$ cat src/rtl/mpjq_pkg.sv
// Shared types and constants for the multilevel priority job queue.
// No dependencies; imported by the front, back and top-level modules.
package mpjq_pkg;

  // Fixed field widths of the stream payloads.
  localparam int unsigned JOB_W      = 8;
  localparam int unsigned LEVEL_W    = 5;
  localparam int unsigned STATUS_W   = 2;
  localparam int unsigned SLEVEL_W   = 3;
  localparam int unsigned IN_DATA_W  = 16;
  localparam int unsigned OUT_DATA_W = 16;

  localparam logic CMD_ENQUEUE = 1'b0;
  localparam logic CMD_SERVE   = 1'b1;

  typedef enum logic [STATUS_W-1:0] {
    STATUS_OK        = 2'd0,
    STATUS_BAD_LEVEL = 2'd1,
    STATUS_FULL      = 2'd2,
    STATUS_EMPTY     = 2'd3
  } status_e;

  // Classification of an accepted item, made by the front.
  typedef enum logic [1:0] {
    KIND_ENQUEUE   = 2'd0,
    KIND_BAD_LEVEL = 2'd1,
    KIND_SERVE     = 2'd2
  } kind_e;

  typedef struct packed {
    kind_e              kind;
    logic [JOB_W-1:0]   job;
    logic [LEVEL_W-1:0] level;
  } job_cmd_t;

  typedef enum logic {
    BK_IDLE = 1'b0,
    BK_READ = 1'b1
  } back_state_e;

endpackage

$ cat src/rtl/multilevel_priority_job_queue_core.sv
// Multilevel priority job queue: one FIFO per level, served in passes.
// An input beat is registered in the front queue, then in the result register;
// a serve also passes the registered job store read. Throughput: enqueue one
// item per cycle unless the output stalls; no new item is taken while a serve
// waits for its store read. Reset clears pointers, counts and bitmaps at once;
// the job store is not cleared and the block takes items from the first cycle.
module multilevel_priority_job_queue_core #(
  parameter int unsigned LEVELS      = 8,
  parameter int unsigned LEVEL_DEPTH = 16,
  parameter int unsigned ID_BITS     = 8
) (
  input  logic                            clk_i,
  input  logic                            rst_ni,
  input  logic                            s_axis_tvalid,
  output logic                            s_axis_tready,
  // [7:0] job_id, [12:8] level, [15:13] zero
  input  logic [mpjq_pkg::IN_DATA_W-1:0]  s_axis_tdata,
  // [0] cmd
  input  logic                            s_axis_tuser,
  output logic                            m_axis_tvalid,
  input  logic                            m_axis_tready,
  // [7:0] served_job, [10:8] served_level, [15:11] zero
  output logic [mpjq_pkg::OUT_DATA_W-1:0] m_axis_tdata,
  // [1:0] status
  output logic [mpjq_pkg::STATUS_W-1:0]   m_axis_tuser
);
  import mpjq_pkg::*;

  job_cmd_t            cmd;
  logic                cmd_valid, cmd_ready;
  logic [JOB_W-1:0]    out_job;
  logic [SLEVEL_W-1:0] out_level;

  mpjq_front #(
    .LEVELS (LEVELS),
    .ID_BITS(ID_BITS)
  ) u_front (
    .clk_i      (clk_i),
    .rst_ni     (rst_ni),
    .in_valid_i (s_axis_tvalid),
    .in_ready_o (s_axis_tready),
    .in_cmd_i   (s_axis_tuser),
    .in_job_i   (s_axis_tdata[JOB_W-1:0]),
    .in_level_i (s_axis_tdata[JOB_W+LEVEL_W-1:JOB_W]),
    .cmd_valid_o(cmd_valid),
    .cmd_ready_i(cmd_ready),
    .cmd_o      (cmd)
  );

  mpjq_back #(
    .LEVELS     (LEVELS),
    .LEVEL_DEPTH(LEVEL_DEPTH),
    .ID_BITS    (ID_BITS)
  ) u_back (
    .clk_i       (clk_i),
    .rst_ni      (rst_ni),
    .cmd_valid_i (cmd_valid),
    .cmd_ready_o (cmd_ready),
    .cmd_i       (cmd),
    .out_valid_o (m_axis_tvalid),
    .out_ready_i (m_axis_tready),
    .out_status_o(m_axis_tuser),
    .out_job_o   (out_job),
    .out_level_o (out_level)
  );

  assign m_axis_tdata = {(OUT_DATA_W - JOB_W - SLEVEL_W)'(0), out_level, out_job};

endmodule

$ cat src/rtl/mpjq_ram.sv
// Generic simple dual-port RAM: one write port, one read port, registered read.
// No dependencies.
module mpjq_ram #(
  parameter int unsigned WIDTH = 8,
  parameter int unsigned DEPTH = 128
) (
  input  logic                     clk_i,
  input  logic                     we_i,
  input  logic [$clog2(DEPTH)-1:0] waddr_i,
  input  logic [WIDTH-1:0]         wdata_i,
  input  logic [$clog2(DEPTH)-1:0] raddr_i,
  output logic [WIDTH-1:0]         rdata_o
);

  logic [WIDTH-1:0] mem_q [DEPTH];
  logic [WIDTH-1:0] rdata_q;

  always_ff @(posedge clk_i) begin
    if (we_i) begin
      mem_q[waddr_i] <= wdata_i;
    end
    rdata_q <= mem_q[raddr_i];
  end

  assign rdata_o = rdata_q;

endmodule

$ cat src/rtl/mpjq_front.sv
// Front end: accepts input beats, classifies them and buffers them in a
// two-entry queue towards the back end. Depends on mpjq_pkg.
module mpjq_front #(
  parameter int unsigned LEVELS  = 8,
  parameter int unsigned ID_BITS = 8
) (
  input  logic                          clk_i,
  input  logic                          rst_ni,
  input  logic                          in_valid_i,
  output logic                          in_ready_o,
  input  logic                          in_cmd_i,
  input  logic [mpjq_pkg::JOB_W-1:0]    in_job_i,
  input  logic [mpjq_pkg::LEVEL_W-1:0]  in_level_i,
  output logic                          cmd_valid_o,
  input  logic                          cmd_ready_i,
  output mpjq_pkg::job_cmd_t            cmd_o
);
  import mpjq_pkg::*;

  job_cmd_t   slot_q [2];
  job_cmd_t   cls_cmd;
  logic       wr_ptr_q, wr_ptr_d;
  logic       rd_ptr_q, rd_ptr_d;
  logic [1:0] fill_q, fill_d;
  logic       push, pop;

  // Classify and mask the job id to the stored width.
  always_comb begin
    cls_cmd.level = in_level_i;
    for (int i = 0; i < JOB_W; i++) begin
      cls_cmd.job[i] = in_job_i[i] & (i < ID_BITS);
    end
    if (in_cmd_i == CMD_SERVE) begin
      cls_cmd.kind = KIND_SERVE;
    end else if (32'(in_level_i) >= 32'(LEVELS)) begin
      cls_cmd.kind = KIND_BAD_LEVEL;
    end else begin
      cls_cmd.kind = KIND_ENQUEUE;
    end
  end

  assign in_ready_o  = (fill_q != 2'd2);
  assign cmd_valid_o = (fill_q != 2'd0);
  assign cmd_o       = slot_q[rd_ptr_q];
  assign push        = in_valid_i & in_ready_o;
  assign pop         = cmd_valid_o & cmd_ready_i;

  always_comb begin
    wr_ptr_d = push ? ~wr_ptr_q : wr_ptr_q;
    rd_ptr_d = pop ? ~rd_ptr_q : rd_ptr_q;
    fill_d   = fill_q;
    if (push && !pop) begin
      fill_d = fill_q + 2'd1;
    end else if (pop && !push) begin
      fill_d = fill_q - 2'd1;
    end
  end

  always_ff @(posedge clk_i or negedge rst_ni) begin
    if (!rst_ni) begin
      wr_ptr_q <= 1'b0;
      rd_ptr_q <= 1'b0;
      fill_q   <= 2'd0;
    end else begin
      wr_ptr_q <= wr_ptr_d;
      rd_ptr_q <= rd_ptr_d;
      fill_q   <= fill_d;
    end
  end

  always_ff @(posedge clk_i) begin
    if (push) begin
      slot_q[wr_ptr_q] <= cls_cmd;
    end
  end

endmodule

$ cat src/rtl/mpjq_back.sv
// Back end: per-level FIFO bookkeeping, pass/pending bitmaps, job store RAM
// and the result register. Depends on mpjq_pkg and mpjq_ram.
module mpjq_back #(
  parameter int unsigned LEVELS      = 8,
  parameter int unsigned LEVEL_DEPTH = 16,
  parameter int unsigned ID_BITS     = 8
) (
  input  logic                          clk_i,
  input  logic                          rst_ni,
  input  logic                          cmd_valid_i,
  output logic                          cmd_ready_o,
  input  mpjq_pkg::job_cmd_t            cmd_i,
  output logic                          out_valid_o,
  input  logic                          out_ready_i,
  output logic [mpjq_pkg::STATUS_W-1:0] out_status_o,
  output logic [mpjq_pkg::JOB_W-1:0]    out_job_o,
  output logic [mpjq_pkg::SLEVEL_W-1:0] out_level_o
);
  import mpjq_pkg::*;

  localparam int unsigned LVL_W     = $clog2(LEVELS);
  localparam int unsigned PTR_W     = (LEVEL_DEPTH > 1) ? $clog2(LEVEL_DEPTH) : 1;
  localparam int unsigned CNT_W     = $clog2(LEVEL_DEPTH + 1);
  localparam int unsigned RAM_DEPTH = LEVELS * LEVEL_DEPTH;
  localparam int unsigned ADDR_W    = $clog2(RAM_DEPTH);
  localparam int unsigned ID_W      = (ID_BITS < JOB_W) ? ID_BITS : JOB_W;

  back_state_e state_q, state_d;

  logic [PTR_W-1:0]    head_q  [LEVELS];
  logic [PTR_W-1:0]    head_d  [LEVELS];
  logic [PTR_W-1:0]    tail_q  [LEVELS];
  logic [PTR_W-1:0]    tail_d  [LEVELS];
  logic [CNT_W-1:0]    count_q [LEVELS];
  logic [CNT_W-1:0]    count_d [LEVELS];
  logic [LEVELS-1:0]   pending_q, pending_d;
  logic [LEVELS-1:0]   pass_q, pass_d;
  logic [LVL_W-1:0]    rd_level_q, rd_level_d;

  logic                out_valid_q, out_valid_d;
  status_e             out_status_q, out_status_d;
  logic [JOB_W-1:0]    out_job_q, out_job_d;
  logic [SLEVEL_W-1:0] out_level_q, out_level_d;

  logic [LEVELS-1:0]   nonempty, hit_pass, hit_pend, base, trimmed;
  logic [LVL_W-1:0]    pass_lvl, pend_lvl, serve_lvl, lvl;
  logic                pass_any, pend_any, serve_any;
  logic                out_free, take;

  logic                ram_we;
  logic [ADDR_W-1:0]   ram_waddr, ram_raddr;
  logic [ID_W-1:0]     ram_rdata;

  assign lvl         = cmd_i.level[LVL_W-1:0];
  assign out_free    = ~out_valid_q | out_ready_i;
  assign cmd_ready_o = (state_q == BK_IDLE) & out_free;
  assign take        = cmd_valid_i & cmd_ready_o;

  // Pick the serve level: first non-empty level of the pass, else of the
  // pending set, which then becomes the new pass.
  always_comb begin
    pass_lvl = '0;
    pend_lvl = '0;
    pass_any = 1'b0;
    pend_any = 1'b0;
    for (int i = 0; i < LEVELS; i++) begin
      nonempty[i] = (count_q[i] != '0);
    end
    hit_pass = pass_q & nonempty;
    hit_pend = pending_q & nonempty;
    for (int i = LEVELS - 1; i >= 0; i--) begin
      if (hit_pass[i]) begin
        pass_lvl = LVL_W'(i);
        pass_any = 1'b1;
      end
      if (hit_pend[i]) begin
        pend_lvl = LVL_W'(i);
        pend_any = 1'b1;
      end
    end
    serve_any = pass_any | pend_any;
    serve_lvl = pass_any ? pass_lvl : pend_lvl;
    base      = pass_any ? pass_q : pending_q;
    // Drop the drained levels with a lower index than the served one.
    for (int i = 0; i < LEVELS; i++) begin
      trimmed[i] = base[i] & (LVL_W'(i) >= serve_lvl);
    end
  end

  assign ram_waddr = ADDR_W'(ADDR_W'(lvl) * ADDR_W'(LEVEL_DEPTH)) + ADDR_W'(tail_q[lvl]);
  assign ram_raddr = ADDR_W'(ADDR_W'(serve_lvl) * ADDR_W'(LEVEL_DEPTH))
                   + ADDR_W'(head_q[serve_lvl]);

  // Next state.
  always_comb begin
    state_d = state_q;
    case (state_q)
      BK_IDLE: begin
        if (take && cmd_i.kind == KIND_SERVE && serve_any) begin
          state_d = BK_READ;
        end
      end
      BK_READ: state_d = BK_IDLE;
      default: state_d = BK_IDLE;
    endcase
  end

  // Datapath and outputs.
  always_comb begin
    head_d       = head_q;
    tail_d       = tail_q;
    count_d      = count_q;
    pending_d    = pending_q;
    pass_d       = pass_q;
    rd_level_d   = rd_level_q;
    out_valid_d  = out_valid_q & ~out_ready_i;
    out_status_d = out_status_q;
    out_job_d    = out_job_q;
    out_level_d  = out_level_q;
    ram_we       = 1'b0;
    case (state_q)
      BK_IDLE: begin
        if (take) begin
          out_job_d   = '0;
          out_level_d = '0;
          case (cmd_i.kind)
            KIND_ENQUEUE: begin
              out_valid_d = 1'b1;
              if (count_q[lvl] == CNT_W'(LEVEL_DEPTH)) begin
                out_status_d = STATUS_FULL;
              end else begin
                out_status_d = STATUS_OK;
                ram_we       = 1'b1;
                tail_d[lvl]  = (tail_q[lvl] == PTR_W'(LEVEL_DEPTH - 1)) ? '0
                             : tail_q[lvl] + PTR_W'(1);
                count_d[lvl] = count_q[lvl] + CNT_W'(1);
                pending_d[lvl] = 1'b1;
              end
            end
            KIND_BAD_LEVEL: begin
              out_valid_d  = 1'b1;
              out_status_d = STATUS_BAD_LEVEL;
            end
            KIND_SERVE: begin
              if (serve_any) begin
                head_d[serve_lvl]  = (head_q[serve_lvl] == PTR_W'(LEVEL_DEPTH - 1)) ? '0
                                   : head_q[serve_lvl] + PTR_W'(1);
                count_d[serve_lvl] = count_q[serve_lvl] - CNT_W'(1);
                pass_d             = trimmed;
                rd_level_d         = serve_lvl;
                if (!pass_any) begin
                  pending_d = '0;
                end
              end else begin
                out_valid_d  = 1'b1;
                out_status_d = STATUS_EMPTY;
                pass_d       = '0;
                pending_d    = '0;
              end
            end
            default: begin
              out_valid_d = out_valid_q & ~out_ready_i;
            end
          endcase
        end
      end
      BK_READ: begin
        // Store data arrives in the cycle after the read was issued.
        out_valid_d  = 1'b1;
        out_status_d = STATUS_OK;
        out_job_d    = JOB_W'(ram_rdata);
        out_level_d  = SLEVEL_W'(rd_level_q);
      end
      default: begin
        out_valid_d = out_valid_q & ~out_ready_i;
      end
    endcase
  end

  always_ff @(posedge clk_i or negedge rst_ni) begin
    if (!rst_ni) begin
      state_q     <= BK_IDLE;
      pending_q   <= '0;
      pass_q      <= '0;
      out_valid_q <= 1'b0;
      for (int i = 0; i < LEVELS; i++) begin
        head_q[i]  <= '0;
        tail_q[i]  <= '0;
        count_q[i] <= '0;
      end
    end else begin
      state_q     <= state_d;
      pending_q   <= pending_d;
      pass_q      <= pass_d;
      out_valid_q <= out_valid_d;
      head_q      <= head_d;
      tail_q      <= tail_d;
      count_q     <= count_d;
    end
  end

  always_ff @(posedge clk_i) begin
    rd_level_q   <= rd_level_d;
    out_status_q <= out_status_d;
    out_job_q    <= out_job_d;
    out_level_q  <= out_level_d;
  end

  mpjq_ram #(
    .WIDTH(ID_W),
    .DEPTH(RAM_DEPTH)
  ) u_job_store (
    .clk_i  (clk_i),
    .we_i   (ram_we),
    .waddr_i(ram_waddr),
    .wdata_i(cmd_i.job[ID_W-1:0]),
    .raddr_i(ram_raddr),
    .rdata_o(ram_rdata)
  );

  assign out_valid_o  = out_valid_q;
  assign out_status_o = out_status_q;
  assign out_job_o    = out_job_q;
  assign out_level_o  = out_level_q;

endmodule
$ cat config.mk
export PLATFORM = sky130hd
export DESIGN_NAME = multilevel_priority_job_queue_core
export DESIGN_NICKNAME = d
export VERILOG_FILES = /design/src/rtl/mpjq_pkg.sv /design/src/rtl/multilevel_priority_job_queue_core.sv /design/src/rtl/mpjq_ram.sv /design/src/rtl/mpjq_front.sv /design/src/rtl/mpjq_back.sv
export SDC_FILE = /design/constraint.sdc
export NUM_CORES = 2
export LEC_CHECK = 0
export ABC_AREA = 0
export BUFFER_PORTS_ARGS = -buffer_cell sky130_fd_sc_hd__buf_2
export CAP_MARGIN = 20
export CORE_ASPECT_RATIO = 0.7
export CORE_UTILIZATION = 43
export DETAILED_ROUTE_END_ITERATION = 10
export HOLD_SLACK_MARGIN = 0.12
export PLACE_DENSITY = 0.59
export SLEW_MARGIN = 5
export SYNTH_ARGS = -nofsm -noshare
export SYNTH_HDL_FRONTEND = slang
export SYNTH_HIERARCHICAL = 1
export SYNTH_SLANG_ARGS = --single-unit
export TNS_END_PERCENT = 10
$ cat constraint.sdc
create_clock -name clk_i -period 5.3 [get_ports clk_i]
set_clock_uncertainty 0.2 [all_clocks]
set_input_delay 1.325 -clock clk_i [delete_from_list [all_inputs] [get_ports clk_i]]
set_output_delay 1.325 -clock clk_i [all_outputs]
set_load 0.03 [all_outputs]
Word-level counts from Yosys, hierarchy flattened
Memory sizes are Yosys's and may differ from the RTL's. A register that Yosys moved wholly into a read port is not among the register bits.
Cells that the tools add are included.
W data, S select, Z words.
{"block": "totals", "reg_bits": 142, "mem_count": 2, "inputBits": 21, "out_inout_bits": 20, "elab_cells": 222, "ramBits": 1054}
{"memory": "u_back.u_job_store.mem_q", "words": 128, "width": 8, "read_ports": 1, "rd_ports_with_merged_regs": 1, "write_ports": 1, "line": "mpjq_ram.sv:15", "text": "logic [WIDTH-1:0] mem_q [DEPTH];"}
{"memory": "u_front.slot_q", "words": 2, "width": 15, "read_ports": 1, "rd_ports_with_merged_regs": 0, "write_ports": 1, "line": "mpjq_front.sv:20", "text": "job_cmd_t slot_q [2];"}
{"block": "op_classes", "magnitude_cmp": 15, "n_reduce_logical": 28, "eq_ne": 12, "add_sub_neg": 8, "muxes": 97, "bitwise": 25}
{"cell": "$bwmux W40", "n": 2}
{"cell": "$mux W40", "n": 2}
{"cell": "$pmux W40 S2", "n": 1}
{"cell": "$bwmux W32", "n": 2}
{"cell": "$mux W3", "n": 18}
{"cell": "$mux W8", "n": 6}
{"cell": "$reduce_bool A5 Y1", "n": 8}
{"cell": "$mux W4", "n": 8}
{"cell": "$pmux W8 S2", "n": 2}
{"cell": "$bmux W5 S3", "n": 2}
{"cell": "$demux W5 S3", "n": 2}
{"cell": "$mux W5", "n": 6}
{"cell": "$mux W1", "n": 29}
{"cell": "$bmux W4 S3", "n": 2}
{"cell": "$demux W4 S3", "n": 2}
{"cell": "$and A8 B8 Y8", "n": 2}
{"cell": "$add A7 B4 Y7", "n": 2}
{"cell": "$and A1 B1 Y1", "n": 12}
{"cell": "$ge A3 B3 Y1 const A", "n": 4}
{"cell": "$mux W2", "n": 6}
{"cell": "$reduce_and A5 Y1", "n": 2}
{"cell": "$add A4 B1 Y4 const B", "n": 2}
{"cell": "$eq A4 B4 Y1 const B", "n": 2}
{"cell": "$ge A4 B4 Y1 const B", "n": 2}
{"cell": "33 further kinds", "n": 59}

Longest topological paths before layout
{"block": "depth", "word_depth": 19, "ltp_mapped": 22, "depth_no_buf": 15}

By module
Netlist, hierarchy kept.
{"module": "mpjq_ram", "cells_each": 1635, "n_inst": 1, "seq_area_each_um2": 30909.6, "area_each_um2": 39665.5}
{"module": "mpjq_back", "cells_each": 857, "n_inst": 1, "seq_area_each_um2": 3533.4, "area_each_um2": 8197.9}
{"module": "mpjq_front", "cells_each": 67, "n_inst": 1, "seq_area_each_um2": 1001.0, "area_each_um2": 1338.8}
{"module": "multilevel_priority_job_queue_core", "cells_each": 6, "n_inst": 1, "seq_area_each_um2": 0.0, "area_each_um2": 41.3}

Worst setup path after synthesis
No wires, ideal clock.
{"block": "synth_path", "path_kind": "reg2reg", "from": "reg u_back/count_q[0] (netlist name)", "to": "reg u_back.u_job_store.rdata_q[0] (netlist: u_back/u_job_store/rdata_o[0]), read port of u_back.u_job_store.mem_q", "path_stages_with_launch": 16, "arrival_ps": 5171, "setup_time_ps": 121, "t_required_ps": 4979, "n_path_buf": 3, "period_less_slack_ps": 5492, "setup_slack_ps": -192, "path_cell_list": "dfrtp_1 -> or4_4 -> o21ai_0 -> nand4_1 -> a41oi_4 -> a2111o_1 -> buf_4 -> a211oi_1 -> or4_4 -> inv_1 -> clkbuf_1 -> buf_1 -> mux4_2 -> mux4_2 -> mux4_2 -> mux2_2"}
{"block": "synth_between", "elab_chain_cells": 16, "elab_cells_between_ends": 33, "classes_between": "1 x add/sub; 28 x mux; 3 x bitwise; 1 x reduce/logical"}
{"item": "start, declared", "line": "mpjq_back.sv:34", "text": "logic [CNT_W-1:0] count_q [LEVELS];"}
{"item": "start signal, assigned", "line": "mpjq_back.sv:198", "text": "count_q <= count_d;"}
{"item": "$reduce_bool A5 Y1 (*)", "line": "mpjq_back.sv:67", "text": "nonempty[i] = (count_q[i] != '0);"}
{"item": "$and A8 B8 Y8 (on tied branches)", "line": "mpjq_back.sv:70, mpjq_back.sv:69"}
{"item": "$mux W3, or another cell as far along (8 in series)", "line": "mpjq_back.sv:76", "text": "if (hit_pend[i]) begin"}
{"item": "$mux W3 (*)", "line": "mpjq_back.sv:82", "text": "serve_lvl = pass_any ? pass_lvl : pend_lvl;"}
{"item": "$not A3 Y4 (implied by the code) (*)", "line": "mpjq_back.sv:92", "text": "+ ADDR_W'(head_q[serve_lvl]);"}
{"item": "$bmux W4 S3 (*)", "line": "mpjq_back.sv:92"}
{"item": "$mux W4 (implied by the code) (*) (2 in series)", "line": "mpjq_back.sv:92"}
{"item": "$add A7 B4 Y7 (*)", "line": "mpjq_back.sv:92"}
{"item": "via u_back.ram_raddr[0]", "line": "mpjq_back.sv:51", "text": "logic [ADDR_W-1:0] ram_waddr, ram_raddr;"}
{"item": "end, declared", "line": "mpjq_ram.sv:16", "text": "logic [WIDTH-1:0] rdata_q;"}
The timed path passes the listed nets; every way through them passes the cells marked *. The select of a mux whose other input is x is not followed.
A chain may end at the register's enable or synchronous reset.

Worst setup path in the final report
{"block": "layout_path", "from": "reg u_back/count_q[34] (netlist name)", "to": "reg u_back.u_job_store.rdata_q[3] (netlist: u_back/u_job_store/rdata_o[3]), read port of u_back.u_job_store.mem_q"}
{"block": "layout_between", "elab_chain_cells": 10, "elab_cells_between_ends": 15, "classes_between": "1 x add/sub; 10 x mux; 3 x bitwise; 1 x reduce/logical"}
{"item": "$reduce_bool A5 Y1 (*)", "line": "mpjq_back.sv:67"}
{"item": "$and A8 B8 Y8 (on tied branches)", "line": "mpjq_back.sv:70, mpjq_back.sv:69"}
{"item": "$mux W3, or another cell as far along (2 in series)", "line": "mpjq_back.sv:76"}
{"item": "$mux W3 (*)", "line": "mpjq_back.sv:82"}
{"item": "$not A3 Y4 (implied by the code)", "line": "mpjq_back.sv:92"}
{"item": "$bmux W4 S3", "line": "mpjq_back.sv:92"}
{"item": "$mux W4 (implied by the code) (2 in series)", "line": "mpjq_back.sv:92"}
{"item": "$add A7 B4 Y7 (*)", "line": "mpjq_back.sv:92"}
Every way passes the cells marked *; elsewhere a longest branch is shown, timed or not. The select of a mux whose other input is x is not followed.

==> Flow_metrics.wiki <==
{| class="wikitable"
! Metric !! Value
|-
| Hold crit path type || flip-flop to flip-flop
|-
| Number of optimization iterations in the first detailed-route pass || 6
|-
| Root Driver || sky130_fd_sc_hd__clkbuf_16
|-
| Post-synthesis cell area || 49100 sq um
|-
| Cell chain of the critical path || or4_4 -> o21ai_1 -> and2_2 -> a41oi_4 -> buf_4 -> o211ai_1 -> a211oi_1 -> or4_4 -> buf_12 -> inv_16 -> buf_12 -> buf_12 -> mux4_2 -> mux4_2 -> mux4_2 -> mux2_2
|-
| Max Clk Rate || 182 MHz
|-
| Total half-perimeter wirelength after legalization and detailed placement || 84.1 mm
|-
| Stage delay of the slowest cell on the critical path || 0.59 ns
|-
| Layout-stage area growth over the synthesis result || 17.1%
|-
| Clock slew at the register clock pins of the worst setup and hold paths || 0.06 ns
|-
| Post-DP Area || 52600 sq um
|-
| IO Pins || 41
|-
| Total buffers and inverters traversed by the critical path || 5
|-
| Worst Slack Setup Final || -0.202 ns
|-
| Starting density of the core || 43.4%
|-
| Status || finished, violations left
|-
| RD Place Congestion || 0.952
|-
| Nature of the critical path startpoint || flip-flop
|-
| Count of mapped cells out of synthesis || 2559
|-
| Final critical-path required period || 5.50 ns
|-
| Number of global-route vias before repair || 26200
|-
| TritonCTS Buffers || 113
|-
| Detailed-route DRC error count || 0
|-
| Aggregate routed wire length || 129 mm
|-
| Grt total ovfl || 0
|-
| Number of clock sinks || 1200
|-
| Clock tree from TritonCTS || done
|-
| Number of warnings issued by yosys || 6
|-
| Initial DRC count || 3044
|-
| Fraction of final layout cells with drive strength greater than 1 || 32.2%
|-
| Std-Cell Core Area || 113000 sq um
|-
| Violated checks || negative setup slack
|-
| Endpoints failing hold || 0
|-
| Floorplan row count || 103
|-
| Overall track demand over capacity in global routing || 22.3%
|-
| Die extent in x || 406 microns
|-
| Mapped Avg Cell Area || 19.2 sq um
|-
| Via Count || 26500
|-
| Maximum fanout along the worst path || 8
|-
| Clock latency at the later pin of the worst-skew pair || 0.73 ns
|-
| # fillers || 8999
|-
| Final period utilization || 104%
|-
| Slew headroom || 26.2%
|-
| Element type at the critical path end || flip-flop
|-
| Crit path kind || flip-flop to flip-flop
|-
| Cell class contributing the biggest share of worst-path delay || multiplexers
|-
| Average routed wire per standard cell || 28.9 microns
|-
| Number of antenna violations at the first check in global routing || 8
|-
| Antenna-violating nets left || 0
|-
| Max-Cap Viols || 0
|-
| Critical Path RT || 5.70 ns
|-
| Largest net degree at the start of global routing || 94
|-
| Critical Path AT || 5.91 ns
|-
| Per-cell via count in the routed design || 5.95
|-
| Antenna Diode Count || 0
|-
| Port Buffers || 32
|-
| Count of endpoints failing setup in the final report || 8
|-
| Pins over their slew limit || 0
|-
| Wire length of the first global-routing pass || 185 mm
|-
| Overall die height || 285 microns
|-
| Total number of H-tree levels || 3
|-
| Final layout net count || 2877
|-
| Die Outline Area || 116000 sq um
|-
| Setup repair after global routing missed its margin || yes
|-
| Number of buffers inserted for hold repair after clock tree synthesis || 0
|-
| Final Core Density || 50.9%
|-
| Number of buffers on the longest clock path || 3
|-
| Final Instance Area || 57500 sq um
|-
| Slowest cell on crit path || sky130_fd_sc_hd__or4_4
|-
| Worst-Margin Slew || 1.10 ns
|-
| Minimum setup slack after placement || -0.350 ns
|}
[stage by stage]
stage / instances / setup TNS, ns / hold WS [ns]
finish: 4463 / -1.55 / 0.304
global route: 4463 / -2.14 / 0.320
CTS: 4441 / -1.24 / 0.302
detailed placement: 4208 / -2.60 / 0.290
global placement: 4208 / -2.28 / 0.273
floorplan: 2563 / 0 / 0.246
[final cells by class]
| cell class | count | area, sq um | share of cell area (%) |
|---|---|---|---|
| sequential | 1200 | 35300 | 61.5 |
| multi-input combinational | 1195 | 13300 | 23.1 |
| timing repair buffer | 300 | 3040 | 5.28 |
| clock buffer | 139 | 2990 | 5.20 |
| tap | 1522 | 1900 | 3.31 |
| clock inverter | 71 | 771 | 1.34 |
| inverter | 35 | 159 | 0.276 |
| timing repair inverter | 1 | 20.0 | 0.0348 |
[flip-flops by register name, summed over array words and instances, names as in the netlist]
signal	cells
u_back/head_q	32
u_back/rd_level_q	3
u_back/out_status_o	2
u_back/out_level_o	3
u_front/wr_ptr_q	1
u_back/u_job_store/mem_q	1024
u_back/out_job_o	8
u_back/pass_q	8
u_front/slot_q	26
u_back/out_valid_o	1
u_front/fill_q	2
u_back/u_job_store/rdata_o	8
u_back/count_q	40
u_back/state_q	1
u_back/tail_q	32
u_front/rd_ptr_q	1
u_back/pending_q	8
[timing repair]
| item | in CTS | in global routing |
|---|---|---|
| setup endpoints to repair | 8 | 11 |
| gates cloned | 6 | 10 |
| endpoints found under the hold margin | 0 | 0 |
| resized for setup | 41 | 41 |
| pin swaps | 14 | 20 |
| buffers inserted | 17 | 11 |
[placed cells by master (no fill, tap or decap), drive strengths merged, types with 15 or more instances in the layout]
master  instances
edfxtp       1066
mux4          340
buf           290
nor2          199
clkbuf        149
dfrtp         126
nand2         110
o21ai          85
mux2           72
clkinv         50
nand3          41
inv            39
a21oi          37
nor3           35
a221oi         26
mux2i          20
and2           16
a22oi          15
a211oi         15
[final timing paths]
kind,from,end,slack (ns),cells after the start
worst max-delay path,u_back/count_q[34],u_back/u_job_store/rdata_o[3],-0.20,16
worst min-delay path,u_back/tail_q[24],u_back/tail_q[24],0.30,1
worst max register to register,u_back/count_q[34],u_back/u_job_store/rdata_o[3],-0.20,16
worst min register to register,u_back/tail_q[24],u_back/tail_q[24],0.30,1
max in group asynchronous,rst_ni,u_back/tail_q[26],3.53,2
min in group asynchronous,rst_ni,u_back/head_q[2],0.46,1
[metal layers]
| metal | global-route usage [%] | vias to the layer above | wire length, microns |
|---|---|---|---|
| li1 | - | 11100 | - |
| met1 | 33.9 | 14000 | 56600 |
| met2 | 30.5 | 1263 | 54700 |
| met3 | 8.72 | 176 | 15300 |
| met4 | 4.35 | 2 | 2390 |
| met5 | 0 | - | 41 |
Power is not shown: default switching activity piles up to over one toggle a cycle in this logic, so the estimate is an artifact.
